$ cat config.mk
export PLATFORM = sky130hd
export DESIGN_NAME = vefc_ram
export DESIGN_NICKNAME = d
export VERILOG_FILES = /design/src/hdl/assert_macros.svh /design/src/hdl/vefc_ram.sv
export SDC_FILE = /design/constraint.sdc
export NUM_CORES = 1
export LEC_CHECK = 0
export BUFFER_PORTS_ARGS = -buffer_cell sky130_fd_sc_hd__buf_2
export CELL_PAD_IN_SITES_DETAIL_PLACEMENT = 1
export CELL_PAD_IN_SITES_GLOBAL_PLACEMENT = 2
export CORE_MARGIN = 3
export CORE_UTILIZATION = 54
export CTS_BUF_LIST = sky130_fd_sc_hd__clkbuf_8
export CTS_CLUSTER_DIAMETER = 150
export DETAILED_ROUTE_END_ITERATION = 12
export MAX_ROUTING_LAYER = met4
export PLACE_DENSITY_LB_ADDON = 0.15
export SLEW_MARGIN = 0
export SYNTH_ARGS = -nofsm -noshare
export SYNTH_HDL_FRONTEND = slang
export SYNTH_SLANG_ARGS = --single-unit
$ cat constraint.sdc
create_clock -name clk -period 2.8 [get_ports clk]
set_input_delay 0.14 -clock clk [delete_from_list [all_inputs] [get_ports clk]]
set_output_delay 0.14 -clock clk [all_outputs]
set_load 0.05 [all_outputs]
$ cat src/hdl/assert_macros.svh
// ----------------------------------------------------------------------------
// Assertion macros
// Concurrent assertion wrappers; empty when SYNTHESIS is defined.
// ----------------------------------------------------------------------------
`ifndef ASSERT_MACROS_SVH
`define ASSERT_MACROS_SVH
`ifndef SYNTHESIS
`define VEFC_ASSERT_IMPL(lbl, clk, rst, ante, cons, msg) \
  lbl: assert property (@(posedge clk) disable iff (rst) (ante) |-> (cons)) else $error(msg);
`define VEFC_ASSERT_NEXT(lbl, clk, rst, ante, cons, msg) \
  lbl: assert property (@(posedge clk) disable iff (rst) (ante) |=> (cons)) else $error(msg);
`else
`define VEFC_ASSERT_IMPL(lbl, clk, rst, ante, cons, msg)
`define VEFC_ASSERT_NEXT(lbl, clk, rst, ante, cons, msg)
`endif
`endif

$ cat src/hdl/vefc_ram.sv
// ----------------------------------------------------------------------------
// vefc_ram
// Simple dual-port RAM, one write and one registered read port.
// ----------------------------------------------------------------------------
module vefc_ram #(
  parameter int WIDTH = 8,
  parameter int DEPTH = 16
) (
  input  logic                     clk,
  input  logic                     we,
  input  logic [$clog2(DEPTH)-1:0] waddr,
  input  logic [WIDTH-1:0]         wdata,
  input  logic [$clog2(DEPTH)-1:0] raddr,
  output logic [WIDTH-1:0]         rdata
);

  logic [WIDTH-1:0] mem [DEPTH];

  always_ff @(posedge clk) begin
    if (we) begin
      mem[waddr] <= wdata;
    end
    rdata <= mem[raddr];
  end

endmodule

==> results of run 1 <==
## critical path, cell delays in order
cell     delay (ns)
buf_2          0.45
buf_12         0.26
mux4_1         0.58
a22oi_1        0.19
nand2_1        0.07
## cells in the mapped netlist
| library cell | instances |
|---|---|
| nor2_1 | 13 |
| mux4_1 | 14 |
| mux4_2 | 18 |
| nand2b_1 | 2 |
| and2b_1 | 1 |
| clkdlybuf4s25_2 | 3 |
| and2_1 | 1 |
| nor2b_1 | 1 |
| edfxtp_1 | 128 |
| dfxtp_1 | 8 |
| nor3_1 | 4 |
| nand3b_1 | 2 |
| buf_4 | 1 |
| nand3_1 | 1 |
| nand2_1 | 9 |
| or3b_2 | 1 |
| buf_2 | 3 |
| buf_6 | 3 |
| a22oi_1 | 16 |
## flip-flops by register name (all words and copies together), names as in the netlist
register	count
rdata	8
mem	128
## layout make-up
class,instances,area share
Clock buffer,17,0.0401
Clock inverter,15,0.0317
Multi-Input combinational cell,83,0.181
Sequential cell,136,0.686
Tap cell,126,0.0270
Timing Repair Buffer,33,0.0339
## kinds of logic after synthesis
family                 after synthesis
AO/OA/AOI/OAI                       16
multiplexers                        32
AND/OR/NAND/NOR                     35
flip-flops                         136
buffers and inverters               10
## worst max-delay path by stage
stage,from,endpoint,slack [ns]
final,raddr[0],rdata[5]$_DFF_P_,1.38
after global routing,mem[1][3]$_DFFE_PP_,rdata[3]$_DFF_P_,1.28
after CTS,mem[2][4]$_DFFE_PP_,rdata[4]$_DFF_P_,1.38
after detailed placement,raddr[0],rdata[5]$_DFF_P_,0.93
after global placement,raddr[0],rdata[4]$_DFF_P_,0.99
after floorplan,waddr[2],mem[0][0]$_DFFE_PP_,1.17
## power breakdown
| part | internal [µW] | leakage, µW | switching [µW] |
|---|---|---|---|
| clock | 959 | 0.000211 | 721 |
| sequential | 2270 | 0.00122 | 12.2 |
| combinational | 85.9 | 0.000517 | 164 |
## metal layers
layer / GRT usage / share of wire / up-vias
met3: 0.0572 / 0.053 / 12
met5: - / 0 / -
met2: 0.323 / 0.50 / 69
met4: 0.0494 / 0.011 / 0
met1: 0.290 / 0.44 / 1245
li1: - / - / 1058
## through the flow
stage | cells | util
floorplan | 229 | -
global placement | 378 | 0.603
detailed placement | 378 | 0.603
CTS | 410 | 0.650
global route | 410 | 0.650
finish | 410 | 0.650
==> reports/metrics.cfg, run 1 <==
[clocking]
cts_tree=built
root_buffer=clkbuf_8
cts_inserted_buffers=17
clk_latency_ns=0.42
clock_sinks=136
htree_levels=4
ctsResizeCount=0
path_clk_slew_ns=0.08
cts_setup_buffers=0
hold_buffers=0
cts_buffer_depth=2

[hold_path]
hp-class=in -> reg
hold-path-endpoint=mem[4][6]$_DFFE_PP_
hold_depth=1
hold_start=wdata[6]

[timing]
clock_skew_ns=0.0128
hold_violations=0
fin_hold_ws_ns=0.101
rsz0062_at_grt=no
worst_slew_pin_slew_ns=0.935
fmax_mhz=706
min_period_ns=1.42
fin_crit_sh=0.506
slew_viol_final=0
setup-violations-final=0
relSlewSlack=0.375
worst_slack_ns=1.38
fin_setup_tns_ns=0

[placed_design]
gp_congestion=0.743
placed_area_um2=5420
dpl.hpwl_um=6490
pre_cts_slack_ns=0.931
port_buffers=25

[critical_path]
crit-reg2reg-capture=rdata[5]$_DFF_P_
r2r_cells=3
crit_required_ns=3.09
worst_setup_path_start_kind=input pin
arrival_ns=1.71
path_class=in -> reg
end_kind=register
critPathMaxFanout=17
ff2ff_setup_slack_ns=1.40
timing.rr.start=mem[2][5]$_DFFE_PP_

[pwr]
irDropWorstVdd_mv=0.408
powerDensity_nw_per_um2=722
p_total_uw=4210
cellLeakagePower_uw=0.00195

[yosys]
synthAdderAreaFrac=0
synthesis.area_um2=5150
mappedNetlistNets=247
yosys.area_share.simple=0.0318
synth_top_area_share=0.747
yosys_warnings=0
yosysUniqueCellTypes=19
synth-xor-area-share=0
synth_top_family_by_area=multiplexers
syn_avg_cell_area_um2=22.5
synth_compound_area_frac=0.0233
synthMuxAreaShare=0.150
syn_inst=229
synthTopCellsByArea=edfxtp_1 75%, mux4_2 7.9%, mux4_1 7.1%
synth_top_area_cell=edfxtp_1
synth-seq-cells=136
synth_seq_area_share=0.778

[final_layout]
antenna_cells=0
most-common-layout-cells=128 x edfxtp_1, 25 x buf_2, 18 x mux4_2
drive_gt1_frac=0.278
area_delta_synth_final_pct=13.4
regArea_um2=4000
design_area_um2=5840
multiInputGateArea_um2=1060
final_common_cell=edfxtp_1
num-nets-final=289
final.fill_count=722

[die]
io_pins=26
core-area_um2=8980
die_w_um=104
fp-row-count=34
dieArea_um2=10700
dieHeight_um=104
start_util=0.573

[routing]
drc=0
drtPass1Iterations=4
drt_iter0_markers=149
drt-total-wl_um=10100
vias=2384
routedWlPerCell_um=24.7
vias_per_cell=5.81
ant_nets=0

[global_routing]
grt_antenna_before_repair=0
grt_pass1_wl_um=16000
grt_pass1_vias=2652
grt_usage=0.211
grt-ovfl-total=0
grt_max_degree=33

[run]
drv_cap=0

[run_status]
status=completed

No activity file was read; power rests on OpenSTA's default activity.
==> inputs of run 2 (changes only) <==
- CORE_UTILIZATION: 54 -> 45
- clock period: 2.8 -> 1.3 ns (I/O delays scaled with it)
==> run 2 against run 1 <==
Effect of this change:
- the run now ends with setup timing left
- global-route usage shrank 2.7 points
- first-iteration DRC count grew 37%
- clock-buffer cell count is the same
- clock power grew 110%
- register-to-register slack lost 1.4 ns
- worst hold slack lost 0.079 ns
- power grew 120%
- final area grew 3.8%
- combinational power grew 140%
- wire length grew 3.1%
- critical endpoint is now rdata[6]$_DFF_P_
==> reports/metrics.cfg, run 2 (synthesized netlist as in run 1, its figures left out) <==
[run_status]
status=finished with violations  ; was completed
violations=setup timing

[die]
fp-row-count=38  ; was 34
dieArea_um2=12800  ; was 10700 µm²
die_w_um=113  ; was 104 µm
dieHeight_um=113  ; was 104 µm
core-area_um2=11000  ; was 8980 µm²
start_util=0.467  ; was 0.573
io_pins=26  ; unchanged

[pwr]
powerDensity_nw_per_um2=1510  ; was 722 nW/µm²
cellLeakagePower_uw=0.00202  ; was 0.00195 µW
irDropWorstVdd_mv=0.740  ; was 0.408 mV

[timing]
fin_hold_ws_ns=0.0216  ; was 0.101 ns
fin_crit_sh=1.00
min_period_ns=1.30
fmax_mhz=768
relSlewSlack=0.345  ; was 0.375
setup-violations-final=1  ; was 0
slew_viol_final=0  ; unchanged
clock_skew_ns=0.0118  ; was 0.0128 ns
worst_slew_pin_slew_ns=0.981  ; was 0.935 ns
rsz0062_at_grt=yes  ; was no
worst_slack_ns=-0.00278  ; was 1.38 ns
hold_violations=0  ; unchanged

[global_routing]
grt-ovfl-total=0  ; unchanged
grt_pass1_wl_um=16100  ; was 16000 µm
grt_use_met3=0.0529  ; was 0.0572
busiest_layer=met2  ; unchanged
grt_pass1_vias=2758  ; was 2652
grt_max_degree=17  ; was 33
grtUsageMet1=0.232  ; was 0.290
use_met2=0.288  ; was 0.323
grt_antenna_before_repair=1  ; was 0
grt_usage=0.184  ; was 0.211

[placed_design]
pre_cts_slack_ns=-0.229  ; was 0.931 ns
port_buffers=25  ; unchanged
gp_congestion=0.725  ; was 0.743
dpl.hpwl_um=7120  ; was 6490 µm
dpl.cell_count=415  ; was 378

[clocking]
clock_sinks=136  ; unchanged
path_clk_slew_ns=0.08  ; about the same
htree_levels=4  ; unchanged
root_buffer=clkbuf_8  ; unchanged
cts_tree=built  ; unchanged
clk_latency_ns=0.43  ; was 0.42 ns
cts_inserted_buffers=17  ; unchanged
cts_buffer_depth=2  ; unchanged

[final_layout]
largest_reg_flops=128  ; unchanged
most-common-layout-cells=128 x edfxtp_1, 30 x mux4_2, 29 x buf_4  ; was 128 x edfxtp_1, 25 x buf_2, 18 x mux4_2
top_regs=mem x128, rdata x8  ; unchanged
regArea_um2=4000  ; unchanged
fin_cells=450  ; was 410
area_delta_synth_final_pct=17.7  ; was 13.4%
final_common_cell=edfxtp_1  ; unchanged
num-nets-final=314  ; was 289
multiInputGateArea_um2=1060  ; unchanged
largest-register=mem  ; unchanged
drive_gt1_frac=0.401  ; was 0.278
final.fill_count=1006  ; was 722

[critical_path]
timing.rr.start=mem[10][6]$_DFFE_PP_  ; was mem[2][5]$_DFFE_PP_
critPathMaxFanout=1  ; was 17
worst_setup_path_start_kind=register  ; was input pin
ff2ff_setup_slack_ns=-0.003  ; was 1.40 ns
crit-reg2reg-capture=rdata[6]$_DFF_P_  ; was rdata[5]$_DFF_P_
end_kind=register  ; unchanged
r2r_cells=3  ; unchanged
path_class=reg -> reg  ; was in -> reg
arrival_ns=1.60  ; was 1.71 ns
crit_required_ns=1.60  ; was 3.09 ns

[routing]
vias=2482  ; was 2384
vias_per_cell=5.52  ; was 5.81
drt_iter0_markers=204  ; was 149
drt-total-wl_um=10400  ; was 10100 µm
ant_nets=0  ; unchanged
routedWlPerCell_um=23.2  ; was 24.7 µm
drtPass1Iterations=6  ; was 4
drc=0  ; unchanged

[hold_path]
hp-class=in -> reg  ; unchanged
hold_start=wdata[3]  ; was wdata[6]
hold_depth=1  ; unchanged
hold-path-endpoint=mem[8][3]$_DFFE_PP_  ; was mem[4][6]$_DFFE_PP_

[run]
drv_cap=0  ; unchanged

run 2: cell count changes in the layout (fill, tap and decap cells not counted), moves of 2 or more:
cell / previous run / this run
mux4_2: 18 / 30
a22oi_2: 0 / 8
a22oi_1: 16 / 8
clkinvlp_4: 2 / 4
inv_1: 2 / 0
dlygate4sd3_1: 0 / 2
mux4_1: 14 / 2
buf_4: 7 / 29
run 2: area by class of cell:
type | count | share of cell area
flip-flops and latches | 136 | 0.661
multi-input cells | 83 | 0.174
repair buffers | 58 | 0.0665
clock buffers | 17 | 0.0386
clock inverters | 15 | 0.0304
well taps | 140 | 0.0289
diodes | 1 | 0.000413
run 2: layer usage:
layer / up-vias / part of all wire
met4: 0 / 0.012
met3: 12 / 0.049
met5: - / 0
li1: 1094 / -
met1: 1312 / 0.43
met2: 64 / 0.51
run 2: power breakdown:
group / switching [µW] / internal [µW] / total [µW]
Clock: 1530 / 2060 / 3590
Combinational: 371 / 234 / 605
Sequential: 34.2 / 4900 / 4930
Total: 1940 / 7190 / 9130
run 2: worst max-delay path, cell delays in order, from the launching register on:
cell      delay (ns)
edfxtp_1        0.36
mux4_2          0.48
a22oi_2         0.26
nand2_1         0.08
run 2: worst max-delay path by stage:
stage                         start                  end
2_1_floorplan              waddr[2]  mem[3][0]$_DFFE_PP_
3_3_place_gp               raddr[0]     rdata[0]$_DFF_P_
3_5_place_dp               raddr[0]     rdata[0]$_DFF_P_
4_1_cts        mem[15][6]$_DFFE_PP_     rdata[6]$_DFF_P_
5_1_grt         mem[3][0]$_DFFE_PP_     rdata[0]$_DFF_P_
6_report       mem[10][6]$_DFFE_PP_     rdata[6]$_DFF_P_
run 2: timing repair:
action                                  in CTS  in global routing
resized for setup                           14                  6
endpoints found under the hold margin       25                  0
setup buffers                                0                  0
endpoints found under the setup margin       6                  7
pin swaps                                    2                  2
hold buffers                                 2                  0
run 2: per-stage QoR:
step / cell area (µm²) / setup TNS [ns] / util / total power (µW)
2_1_floorplan: 5150 / -0.863 / - / 5370
3_3_place_gp: 5620 / -1.92 / 0.510 / 5600
3_5_place_dp: 5620 / -1.97 / 0.510 / 5610
4_1_cts: 6060 / -0.00312 / 0.550 / 9220
5_1_grt: 6060 / -0.132 / 0.549 / 9460
6_report: 6060 / -0.00278 / 0.549 / 9130
==> inputs of run 3 (changes only) <==
- CORE_MARGIN: 3 -> not set
- PLACE_DENSITY_LB_ADDON: 0.15 -> 0.2
==> run 3 against run 2 <==
Effect of this change:
- the flow still finishes with violations (setup timing)
- sequential power hardly changed
- via count rose by 2.3%
- utilization increased by 0.99 points
- sequential share of layout area is 0.89 points lower
- clock-buffer cell count is the same
- clock power shrank 7.2%
- first-iteration DRC count decreased by 11%
- worst hold slack improved by 0.012 ns
- critical path depth grew 1
- clock skew down 0.0026 ns
- final area rose by 1.4%
- critical endpoint is now rdata[4]$_DFF_P_
==> reports/metrics.cfg, run 3 (synthesized netlist as in run 1, its figures left out) <==
[final_layout]
drive_gt1_frac=0.377  ; was 0.401
largest-register=mem  ; unchanged
final_common_cell=edfxtp_1  ; unchanged
multiInputGateArea_um2=1070  ; was 1060 µm²
largest_reg_flops=128  ; unchanged
top_regs=mem x128, rdata x8  ; unchanged
antenna_cells=0  ; was 1
area_delta_synth_final_pct=19.3  ; was 17.7%
final.fill_count=982  ; was 1006
regArea_um2=4000  ; unchanged
most-common-layout-cells=128 x edfxtp_1, 29 x buf_4, 25 x mux4_2, 25 x buf_2, 17 x clkbuf_8  ; was 128 x edfxtp_1, 30 x mux4_2, 29 x buf_4
num-nets-final=321  ; was 314

[global_routing]
grt_pass1_vias=2672  ; was 2758
grt_usage=0.224  ; was 0.184
use_met2=0.332  ; was 0.288
grt_use_met3=0.0604  ; was 0.0529
grt_max_degree=17  ; unchanged
grt_pass1_wl_um=17000  ; was 16100 µm
grt_antenna_before_repair=0  ; was 1
busiest_layer=met2  ; unchanged
grtUsageMet1=0.303  ; was 0.232
grt-ovfl-total=0  ; unchanged

[placed_design]
gp_congestion=0.694  ; was 0.725
port_buffers=25  ; unchanged
dpl.hpwl_um=7340  ; was 7120 µm

[hold_path]
hp-class=in -> reg  ; unchanged

[pwr]
powerDensity_nw_per_um2=1450  ; was 1510 nW/µm²
irDropWorstVdd_mv=0.593  ; was 0.740 mV
cellLeakagePower_uw=0.00211  ; was 0.00202 µW
p_total_uw=8910  ; was 9130 µW

[critical_path]
crit_required_ns=1.61  ; was 1.60 ns
cp_slowest_stage_delay_ns=0.48  ; about the same
slowest_stage=mux4_2  ; unchanged
arrival_ns=1.63  ; was 1.60 ns
path_class=reg -> reg  ; unchanged
worst_setup_path_start_kind=register  ; unchanged
critPathMaxFanout=1  ; unchanged
cpLargestDelayFamily=multiplexers  ; unchanged
critPathBufInv=1  ; was 0
crit_chain=mux4_2 -> a22oi_2 -> buf_4 -> nand2_1  ; was mux4_2 -> a22oi_2 -> nand2_1
end_kind=register  ; unchanged

[routing]
vias_per_cell=5.57  ; was 5.52
ant_nets=0  ; unchanged
drc=0  ; unchanged
drt_iter0_markers=181  ; was 204
drtPass1Iterations=4  ; was 6
drt-total-wl_um=11400  ; was 10400 µm
routedWlPerCell_um=25.1  ; was 23.2 µm
vias=2538  ; was 2482

[run_status]
status=finished with violations  ; unchanged
violations=setup timing  ; unchanged

[die]
io_pins=26  ; unchanged
core-area_um2=11000  ; about the same
dieHeight_um=109  ; was 113 µm
die_w_um=109  ; was 113 µm
fp-row-count=38  ; unchanged
dieArea_um2=11900  ; was 12800 µm²
start_util=0.469  ; was 0.467

[timing]
fin_crit_sh=1.02  ; was 1.00
worst_slew_pin_slew_ns=1.08  ; was 0.981 ns
min_period_ns=1.32  ; was 1.30 ns
setup-violations-final=1  ; unchanged
fin_setup_tns_ns=-0.0213  ; was -0.00278 ns
clock_skew_ns=0.00919  ; was 0.0118 ns
relSlewSlack=0.280  ; was 0.345
rsz0062_at_grt=yes  ; unchanged
worst_slack_ns=-0.0213  ; was -0.00278 ns
hold_violations=0  ; unchanged
fmax_mhz=757  ; was 768 MHz
slew_viol_final=0  ; unchanged

[clocking]
cts_setup_buffers=0  ; unchanged
cts_buffer_depth=2  ; unchanged
cts_tree=built  ; unchanged
path_clk_slew_ns=0.07  ; was 0.08 ns
clk_latency_ns=0.43  ; about the same
clock_sinks=136  ; unchanged
htree_levels=4  ; unchanged
root_buffer=clkbuf_8  ; unchanged
cts_inserted_buffers=17  ; unchanged

[run]
drv_cap=0  ; unchanged

run 3: cell count changes in the layout (fill, tap and decap cells not counted), moves of 2 or more:
cell / before / now
mux4_1: 2 / 7
mux4_2: 30 / 25
buf_12: 2 / 6
clkinvlp_4: 4 / 0
inv_1: 0 / 4
dlygate4sd3_1: 2 / 5
clkinv_2: 2 / 4
run 3: area by class of cell:
cell class | instances | area share
Timing Repair Buffer | 65 | 0.0835
Multi-Input combinational cell | 83 | 0.174
Clock buffer | 17 | 0.0381
Tap cell | 140 | 0.0285
Sequential cell | 136 | 0.652
Clock inverter | 15 | 0.0236
run 3: worst reg2reg max path, stage by stage, from the launching register on:
cell	delay, ns
edfxtp_1	0.36
mux4_2	0.48
a22oi_2	0.19
buf_4	0.13
nand2_1	0.05
run 3: where the power goes:
| part | internal (µW) | switching [µW] |
|---|---|---|
| combinational | 260 | 390 |
| sequential | 4900 | 29.4 |
| clock | 1840 | 1490 |
| total | 6990 | 1910 |
run 3: stage by stage:
| step | cells | hold WS, ns | util | setup WS (ns) | cell area (µm²) |
|---|---|---|---|---|---|
| 3_3_place_gp | 419 | 0.441 | 0.519 | -0.213 | 5700 |
| 2_1_floorplan | 229 | 0.164 | - | -0.0311 | 5150 |
| 3_5_place_dp | 419 | 0.459 | 0.519 | -0.217 | 5700 |
| 6_report | 456 | 0.0337 | 0.559 | -0.0213 | 6140 |
| 4_1_cts | 455 | 0.00300 | 0.559 | -0.0472 | 6140 |
| 5_1_grt | 456 | 0.00652 | 0.559 | -0.112 | 6140 |
run 3: path summary, 6_finish.rpt:
path / start / endpoint / slack, ns / cells after the start
min reg2reg: mem[5][1]$_DFFE_PP_ / rdata[1]$_DFF_P_ / 0.67 / 3
max reg2reg: mem[3][4]$_DFFE_PP_ / rdata[4]$_DFF_P_ / -0.02 / 4
max: mem[3][4]$_DFFE_PP_ / rdata[4]$_DFF_P_ / -0.02 / 4
min: wdata[6] / mem[5][6]$_DFFE_PP_ / 0.03 / 1
run 3: layer usage:
| metal | share of wire | vias up |
|---|---|---|
| met5 | 0 | - |
| met4 | 0.0084 | 0 |
| met3 | 0.081 | 8 |
| met2 | 0.47 | 107 |
| met1 | 0.44 | 1309 |
| li1 | - | 1114 |
run 3: repair_timing:
action	in CTS	in global routing
resized for setup	10	4
hold buffers	4	1
pin swaps	6	0
endpoints found under the setup margin	6	7
hold endpoints to repair	41	6
